File: src/hdl/cstp_pkg.sv
// Shared types, codes and default sizes for the call-stack exclusive-time profiler.
`timescale 1ns / 1ps

package cstp_pkg;

    localparam int NUM_FUNCS_DEF   = 64;
    localparam int STACK_DEPTH_DEF = 64;

    localparam int OP_W    = 2;
    localparam int ID_W    = 6;
    localparam int TS_W    = 32;
    localparam int STAT_W  = 2;
    localparam int TOTAL_W = 33;

    typedef enum logic [OP_W-1:0] {
        OP_START = 2'd0,
        OP_END   = 2'd1,
        OP_READ  = 2'd2,
        OP_NOP   = 2'd3
    } opcode_t;

    typedef enum logic [STAT_W-1:0] {
        ST_OK       = 2'd0,
        ST_OVERFLOW = 2'd1,
        ST_EMPTY    = 2'd2,
        ST_MISMATCH = 2'd3
    } status_t;

    typedef struct packed {
        logic [ID_W-1:0] id;
        logic [TS_W-1:0] mark;
    } stack_entry_t;

    typedef struct packed {
        status_t            status;
        logic [TOTAL_W-1:0] total;
    } out_beat_t;

endpackage

File: src/hdl/cstp_ram.sv
// Generic simple dual-port RAM: one write port, one registered read port.
`timescale 1ns / 1ps

module cstp_ram #(
    parameter int WIDTH = 8,
    parameter int DEPTH = 16,
    parameter int AW    = (DEPTH > 1) ? $clog2(DEPTH) : 1
) (
    input  logic             aclk,
    input  logic             we,
    input  logic [AW-1:0]    waddr,
    input  logic [WIDTH-1:0] wdata,
    input  logic [AW-1:0]    raddr,
    output logic [WIDTH-1:0] rdata
);

    logic [WIDTH-1:0] mem [DEPTH];
    logic [WIDTH-1:0] rdata_reg;

    always_ff @(posedge aclk) begin
        if (we) begin
            mem[waddr] <= wdata;
        end
        rdata_reg <= mem[raddr];
    end

    assign rdata = rdata_reg;

endmodule

File: src/hdl/call_stack_exclusive_time_profiler.sv
// Call-stack exclusive-time profiler top level.
// Usage: each s_ beat carries one trace event (s_opcode start, end, read total or
// no-op, s_func_id, s_timestamp). Every accepted beat yields exactly one m_ beat
// with m_status (ok, stack overflow, end on empty stack, end id mismatch) and
// m_total_time (the function's exclusive total on a read, else zero).
// Throughput: one beat per cycle while s_ready is high. The stack top and the entry below it sit in
// registers, deeper entries in a stack RAM; per-function totals sit in a totals
// RAM updated read-modify-write, with forwarding of the write of the previous
// cycle.
// Each result is registered in stage s1, then written to the result queue that drives m_.
// Reset: the call stack empties at once; then a clearing pass zeroes the totals
// RAM, one entry per cycle over all NUM_FUNCS entries, with s_ready held low.
// Receiver stall: a three-entry result queue keeps accepting while m_ready is
// low; s_ready drops only once the queue and the beat in flight fill it.
`timescale 1ns / 1ps

module call_stack_exclusive_time_profiler
    import cstp_pkg::*;
#(
    parameter int NUM_FUNCS   = NUM_FUNCS_DEF,
    parameter int STACK_DEPTH = STACK_DEPTH_DEF
) (
    input  logic               aclk,
    input  logic               aresetn,
    input  logic               s_valid,
    output logic               s_ready,
    input  logic [OP_W-1:0]    s_opcode,
    input  logic [ID_W-1:0]    s_func_id,
    input  logic [TS_W-1:0]    s_timestamp,
    output logic               m_valid,
    input  logic               m_ready,
    output logic [STAT_W-1:0]  m_status,
    output logic [TOTAL_W-1:0] m_total_time
);

    localparam int FAW  = (NUM_FUNCS > 1) ? $clog2(NUM_FUNCS) : 1;
    localparam int SAW  = $clog2(STACK_DEPTH);
    localparam int CW   = $clog2(STACK_DEPTH + 1);
    localparam int SEW  = ID_W + TS_W;
    localparam int OBW  = STAT_W + TOTAL_W;

    // ---------------- stack state ----------------
    logic [CW-1:0]  count_reg, count_next;
    stack_entry_t   top_reg, top_next;
    stack_entry_t   second_reg, second_next, second_cur;
    logic           sec_ram_reg, sec_ram_next;

    logic           stk_we;
    logic [SAW-1:0] stk_waddr;
    stack_entry_t   stk_wdata;
    logic [SAW-1:0] stk_raddr;
    logic [SEW-1:0] stk_rdata;

    // ---------------- totals pipeline ----------------
    logic                s1_valid_reg, s1_valid_next;
    logic [FAW-1:0]      s1_addr_reg, s1_addr_next;
    logic                s1_credit_reg, s1_credit_next;
    logic                s1_read_reg, s1_read_next;
    logic [TOTAL_W-1:0]  s1_amount_reg, s1_amount_next;
    status_t             s1_status_reg, s1_status_next;

    logic                fwd_valid_reg;
    logic [FAW-1:0]      fwd_addr_reg;
    logic [TOTAL_W-1:0]  fwd_data_reg;

    logic                clearing_reg;
    logic [FAW-1:0]      clr_cnt_reg;

    logic                tot_we;
    logic [FAW-1:0]      tot_waddr;
    logic [TOTAL_W-1:0]  tot_wdata;
    logic [FAW-1:0]      tot_raddr;
    logic [TOTAL_W-1:0]  tot_rdata;
    logic [TOTAL_W-1:0]  tot_old;
    logic [TOTAL_W:0]    tot_sum;
    logic [TOTAL_W-1:0]  tot_new;
    logic                credit_we;

    // ---------------- result queue ----------------
    logic [OBW-1:0] q_mem [3];
    logic [1:0]     q_head_reg, q_tail_reg, q_cnt_reg;
    logic           q_push, q_pop;
    out_beat_t      q_in, q_out;

    // ---------------- input decode ----------------
    logic               accept;
    logic               ts_ge_mark;
    logic [TOTAL_W-1:0] diff;
    logic [TS_W-1:0]    ts_plus1;
    logic               top_id_ok, in_id_ok;

    assign accept     = s_valid && s_ready;
    assign second_cur = sec_ram_reg ? stack_entry_t'(stk_rdata) : second_reg;
    assign ts_ge_mark = s_timestamp >= top_reg.mark;
    assign diff       = {1'b0, s_timestamp} - {1'b0, top_reg.mark};
    assign ts_plus1   = (s_timestamp == {TS_W{1'b1}}) ? s_timestamp : s_timestamp + 1'b1;
    assign top_id_ok  = 32'(top_reg.id) < NUM_FUNCS;
    assign in_id_ok   = 32'(s_func_id) < NUM_FUNCS;

    always_comb begin
        count_next     = count_reg;
        top_next       = top_reg;
        second_next    = second_cur;
        sec_ram_next   = 1'b0;
        stk_we         = 1'b0;
        stk_waddr      = SAW'(count_reg - CW'(2));
        stk_wdata      = second_cur;
        stk_raddr      = SAW'(count_reg - CW'(3));
        s1_valid_next  = accept;
        s1_addr_next   = FAW'(s_func_id);
        s1_credit_next = 1'b0;
        s1_read_next   = 1'b0;
        s1_amount_next = diff;
        s1_status_next = ST_OK;

        if (accept) begin
            unique case (opcode_t'(s_opcode))
                OP_START: begin
                    if (count_reg >= CW'(STACK_DEPTH)) begin
                        s1_status_next = ST_OVERFLOW;
                    end else begin
                        top_next   = '{id: s_func_id, mark: s_timestamp};
                        count_next = count_reg + 1'b1;
                        if (count_reg != '0) begin
                            // charge the interrupted function, then demote it
                            s1_addr_next   = FAW'(top_reg.id);
                            s1_credit_next = ts_ge_mark && top_id_ok;
                            second_next    = '{id: top_reg.id, mark: s_timestamp};
                            stk_we         = count_reg >= CW'(2);
                        end
                    end
                end
                OP_END: begin
                    if (count_reg == '0) begin
                        s1_status_next = ST_EMPTY;
                    end else begin
                        if (top_reg.id != s_func_id) begin
                            s1_status_next = ST_MISMATCH;
                        end
                        s1_credit_next = ts_ge_mark && in_id_ok;
                        s1_amount_next = diff + 1'b1;
                        count_next     = count_reg - 1'b1;
                        if (count_reg >= CW'(2)) begin
                            top_next = '{id: second_cur.id, mark: ts_plus1};
                        end
                        // new second arrives from the stack RAM next cycle
                        sec_ram_next = count_reg >= CW'(3);
                    end
                end
                OP_READ: begin
                    s1_read_next = in_id_ok;
                end
                OP_NOP: begin
                end
                default: begin
                end
            endcase
        end
    end

    cstp_ram #(
        .WIDTH(SEW),
        .DEPTH(STACK_DEPTH)
    ) u_stack_ram (
        .aclk (aclk),
        .we   (stk_we),
        .waddr(stk_waddr),
        .wdata(stk_wdata),
        .raddr(stk_raddr),
        .rdata(stk_rdata)
    );

    // ---------------- totals read-modify-write ----------------
    assign tot_raddr = s1_addr_next;
    assign tot_old   = (fwd_valid_reg && fwd_addr_reg == s1_addr_reg) ? fwd_data_reg : tot_rdata;
    assign tot_sum   = {1'b0, tot_old} + {1'b0, s1_amount_reg};
    assign tot_new   = tot_sum[TOTAL_W] ? {TOTAL_W{1'b1}} : tot_sum[TOTAL_W-1:0];
    assign credit_we = s1_valid_reg && s1_credit_reg;

    always_comb begin
        if (clearing_reg) begin
            tot_we    = 1'b1;
            tot_waddr = clr_cnt_reg;
            tot_wdata = '0;
        end else begin
            tot_we    = credit_we;
            tot_waddr = s1_addr_reg;
            tot_wdata = tot_new;
        end
    end

    cstp_ram #(
        .WIDTH(TOTAL_W),
        .DEPTH(NUM_FUNCS)
    ) u_totals_ram (
        .aclk (aclk),
        .we   (tot_we),
        .waddr(tot_waddr),
        .wdata(tot_wdata),
        .raddr(tot_raddr),
        .rdata(tot_rdata)
    );

    // ---------------- result queue ----------------
    assign q_push = s1_valid_reg;
    assign q_pop  = m_valid && m_ready;
    assign q_in   = '{status: s1_status_reg, total: s1_read_reg ? tot_old : '0};
    assign q_out  = out_beat_t'(q_mem[q_head_reg]);

    assign m_valid      = q_cnt_reg != 2'd0;
    assign m_status     = q_out.status;
    assign m_total_time = q_out.total;
    assign s_ready      = !clearing_reg
                          && (({1'b0, q_cnt_reg} + {2'b00, s1_valid_reg}) < 3'd3);

    // ---------------- control registers ----------------
    always_ff @(posedge aclk) begin
        if (!aresetn) begin
            count_reg     <= '0;
            sec_ram_reg   <= 1'b0;
            s1_valid_reg  <= 1'b0;
            fwd_valid_reg <= 1'b0;
            clearing_reg  <= 1'b1;
            clr_cnt_reg   <= '0;
            q_head_reg    <= '0;
            q_tail_reg    <= '0;
            q_cnt_reg     <= '0;
        end else begin
            count_reg     <= count_next;
            sec_ram_reg   <= sec_ram_next;
            s1_valid_reg  <= s1_valid_next;
            fwd_valid_reg <= credit_we;
            if (clearing_reg) begin
                if (clr_cnt_reg == FAW'(NUM_FUNCS - 1)) begin
                    clearing_reg <= 1'b0;
                end
                clr_cnt_reg <= clr_cnt_reg + 1'b1;
            end
            if (q_push) begin
                q_tail_reg <= (q_tail_reg == 2'd2) ? 2'd0 : q_tail_reg + 2'd1;
            end
            if (q_pop) begin
                q_head_reg <= (q_head_reg == 2'd2) ? 2'd0 : q_head_reg + 2'd1;
            end
            q_cnt_reg <= q_cnt_reg + {1'b0, q_push} - {1'b0, q_pop};
        end
    end

    // ---------------- payload registers ----------------
    always_ff @(posedge aclk) begin
        top_reg       <= top_next;
        second_reg    <= second_next;
        s1_addr_reg   <= s1_addr_next;
        s1_credit_reg <= s1_credit_next;
        s1_read_reg   <= s1_read_next;
        s1_amount_reg <= s1_amount_next;
        s1_status_reg <= s1_status_next;
        fwd_addr_reg  <= s1_addr_reg;
        fwd_data_reg  <= tot_new;
        if (q_push) begin
            q_mem[q_tail_reg] <= q_in;
        end
    end

endmodule

File: config.mk
export PLATFORM = sky130hd
export DESIGN_NAME = call_stack_exclusive_time_profiler
export DESIGN_NICKNAME = d
export VERILOG_FILES = /design/src/hdl/cstp_pkg.sv /design/src/hdl/cstp_ram.sv /design/src/hdl/call_stack_exclusive_time_profiler.sv
export SDC_FILE = /design/constraint.sdc
export NUM_CORES = 2
export LEC_CHECK = 0
export BUFFER_PORTS_ARGS = -buffer_cell sky130_fd_sc_hd__buf_2
export CAP_MARGIN = 40
export CELL_PAD_IN_SITES_DETAIL_PLACEMENT = 0
export CELL_PAD_IN_SITES_GLOBAL_PLACEMENT = 1
export CORE_MARGIN = 2
export CORE_UTILIZATION = 50
export CTS_BUF_LIST = sky130_fd_sc_hd__clkbuf_8
export DETAILED_ROUTE_END_ITERATION = 8
export PLACE_DENSITY = 0.76
export SLEW_MARGIN = 30
export SYNTH_ARGS = -nofsm -noshare
export SYNTH_HDL_FRONTEND = slang
export SYNTH_MEMORY_MAX_BITS = 65536
export SYNTH_SLANG_ARGS = --single-unit
File: constraint.sdc
create_clock -name aclk -period 18 [get_ports aclk]
set_input_delay 1.8 -clock aclk [delete_from_list [all_inputs] [get_ports aclk]]
set_output_delay 1.8 -clock aclk [all_outputs]
set_load 0.02 [all_outputs]
==> results.sh <==
export IMPL_die_h_um=482
export IMPL_die_w_um=482
export IMPL_drc=0
export IMPL_cts_buffers=453
export IMPL_yosysTopAreaCellShare_pct=69.3
export IMPL_io_pin_count=81
export IMPL_drtIter0Drc=8191
export IMPL_grt_ovfl_total=0
export IMPL_ys_types=78
export IMPL_synth_seq_cells=2791
export IMPL_h_tree_depth=5
export IMPL_fmax_ghz=0.141
export IMPL_leakage_nw=44.5
export IMPL_worst_pin_slew_ps=1020
export IMPL_path_class="reg2reg"
export IMPL_fin_total_pwr_mw=13.0
export IMPL_finalMaxSlewViolations=0
export IMPL_largest_reg_flops=2112
export IMPL_setup_viol=0
export IMPL_regMostFlops="u_totals_ram.mem"
export IMPL_clk_pin_slew_ps=60
export IMPL_grt_pass1_vias=69900
export IMPL_fin_nets=8793
export IMPL_finClkSkew_ps=67.6
export IMPL_cts_sinks=2791
export IMPL_drive_gt1_share_pct=13.1
export IMPL_ys_seq_area_share_pct=72.0
export IMPL_start_util_pct=50.3
export IMPL_root_buffer="clkbuf_8"
export IMPL_placed_area_um2=119000
export IMPL_cp_slowest_cell="a211oi_4"
export IMPL_areaGrowthSynthToFinish_pct=11.6
export IMPL_top_regs="u_totals_ram.mem x2112, u_stack_ram.mem x384, q_mem x105"
export IMPL_grt_max_degree=191
export IMPL_min_period_ps=7070
export IMPL_syn_cell_area_um2=114000
export IMPL_critPathLaunchType="flop"
export IMPL_postRouteAntennaNets=0
export IMPL_cts_resized=0
export IMPL_clock_path_buffers=4
export IMPL_critical_path_cell_chain="xnor2_1, nand4_1, nor4_2, buf_4, mux2i_1, inv_1, ha_1, a21o_1, a21oi_1, o211ai_1, a21oi_1, nor3_1, o32a_1, a41o_1, a211oi_4, buf_4, buf_4, o21ai_0, nor2b_4, buf_4"
export IMPL_synth_edff_count=2639
export IMPL_netlist_instances=8445
export IMPL_relSlewSlack_pct=31.6
export IMPL_postCtsHoldBufs=0
export IMPL_power_per_cell_area_nw_per_um2=102
export IMPL_slowest_delay_ps=570
export IMPL_grt_total_usage_pct=26.6
export IMPL_core_um2=227000
export IMPL_dr_pass1_iters=8
export IMPL_globalplace_congestion=0.860
export IMPL_cp_required_ps=18670
export IMPL_grt_use_met3_pct=4.20
export IMPL_hp_class="reg2reg"
export IMPL_yosysWarnings=0
export IMPL_cp_max_fo=64
export IMPL_synthTopCellsByCount="2639 x edfxtp_1, 2164 x nand2_1, 460 x nand3_1"
export IMPL_fill_cells=18100
export IMPL_wl_per_cell_um=26.2
export IMPL_antenna_found_initial=19
export IMPL_synth_top_cell_by_area="edfxtp_1"
export IMPL_stdcell_area_um2=128000
export IMPL_grtUsageMet2_pct=42.6
export IMPL_synth_most_common_cell="edfxtp_1"
export IMPL_grt_pass1_wl_mm=459
export IMPL_routed_wl_mm=315
export IMPL_rsz0062_at_grt="false"
export IMPL_critical_path_top_delay_family="compound AO/OA/AOI/OAI gates"
export IMPL_dpl_hpwl_mm=169
export IMPL_synth_area_leaders="edfxtp_1 69%, nand2_1 7.1%, a311oi_1 2.8%"
export IMPL_drv_cap=0
export IMPL_clk_latency_ps=1110
export IMPL_synth_area_per_cell_um2=13.5
export IMPL_critPathCaptureType="flop"
export IMPL_viasPerCell=6.06
export IMPL_synth_main_ff_cell="edfxtp_1"
export IMPL_die_area_um2=233000
export IMPL_utilization_pct=56.1
export IMPL_row_count=175
export IMPL_cts_tree="built"
export IMPL_crit_arrival_ps=7750
export IMPL_path_common_cell="buf_4"
export IMPL_dr_total_vias=73000
export IMPL_finalSetupTns_ps=0
export IMPL_run_status="finished, final reports clean"
export IMPL_finalNonFillerCells=12000
export IMPL_hold_viol_final=0
export IMPL_portBuffers=80
export IMPL_async_reset_ff_share_pct=0
export IMPL_place_inst=11200
export IMPL_use_met1_pct=37.0
export IMPL_period_share_pct=39.3
export IMPL_critPathBufInv=5
export IMPL_cts_setup_buffers=0
export IMPL_ir_drop_mv=0.0781
export IMPL_grt_busiest_layer="met2"
## metrics by stage
stage | setup WS, ps | hold WS [ps]
2_1_floorplan | 7320 | 362
3_3_place_gp | 9900 | 387
3_5_place_dp | 10510 | 387
4_1_cts | 10930 | 395
5_1_grt | 10410 | 403
6_report | 10930 | 386
## worst paths after layout
check / from / to / slack, ps / cells past startpoint
setup reg to reg: s1_addr_reg[0]$_DFF_P_ / u_totals_ram.mem[27][4]$_DFFE_PP_ / 10930 / 20
hold reg to reg: s1_addr_reg[3]$_DFF_P_ / fwd_addr_reg[3]$_DFF_P_ / 390 / 0
hold / removal: s1_addr_reg[3]$_DFF_P_ / fwd_addr_reg[3]$_DFF_P_ / 390 / 0
setup / recovery: s1_addr_reg[0]$_DFF_P_ / u_totals_ram.mem[27][4]$_DFFE_PP_ / 10930 / 20
## power breakdown
part           internal [mW]  total [mW]  switching (mW)
clock                   2.58        5.02            2.43
sequential              7.10        7.14          0.0402
combinational          0.266       0.868           0.602
## area by class of cell
| cell class | instances | area, um^2 | share of cell area [%] |
|---|---|---|---|
| diodes | 18 | 45.0 | 0.0353 |
| well taps | 3009 | 3760 | 2.95 |
| clock inverters | 311 | 1490 | 1.17 |
| clock buffers | 484 | 6660 | 5.22 |
| multi-input cells | 5033 | 30500 | 23.9 |
| repair buffers | 309 | 2550 | 1.99 |
| inverters | 78 | 320 | 0.251 |
| flip-flops and latches | 2791 | 82300 | 64.5 |
## cell usage in the layout, fill, tap and decap left out, types with 18 or more instances in the layout
| master | count |
|---|---|
| inv_1 | 244 |
| clkbuf_8 | 484 |
| nand3_1 | 460 |
| a31oi_1 | 109 |
| a21o_1 | 30 |
| edfxtp_1 | 2639 |
| a311oi_1 | 364 |
| o21ai_0 | 94 |
| a21oi_4 | 23 |
| nor3_1 | 135 |
| dfxtp_1 | 148 |
| buf_4 | 187 |
| clkinv_1 | 91 |
| buf_2 | 86 |
| a221o_1 | 34 |
| xnor2_1 | 78 |
| o32ai_1 | 22 |
| mux2_2 | 42 |
| a211oi_1 | 113 |
| nor2_4 | 67 |
| a21oi_1 | 142 |
| nand2_1 | 2164 |
| ha_1 | 79 |
| clkinv_2 | 33 |
| xor2_1 | 52 |
| and2_1 | 49 |
| and3_1 | 385 |
| mux4_2 | 120 |
| nor2_1 | 133 |
| diode_2 | 18 |
| mux2i_1 | 59 |
| a31o_2 | 28 |
| nand4_1 | 23 |
## per-layer routing
layer | vias up | routed length (um)
li1 | 32300 | -
met1 | 36800 | 128000
met2 | 3354 | 149000
met3 | 594 | 26000
met4 | 0 | 11800
met5 | - | 0
## cells by family (layout without fill, tap and decap cells)
kind of cell / after synthesis / after routing / share of synthesized area, %
AOI/OAI and AO/OA: 1068 / 1068 / 6.95
xor gates and xnor gates: 132 / 132 / 1.01
adders and majority gates: 83 / 83 / 0.928
buffers and inverters: 632 / 1182 / 2.37
DFF: 2791 / 2791 / 72.0
muxes: 224 / 224 / 3.33
other: 1 / 30 / 0.00328
and+or+nand+nor: 3514 / 3514 / 13.5
Power figures use the tool's default switching activity.
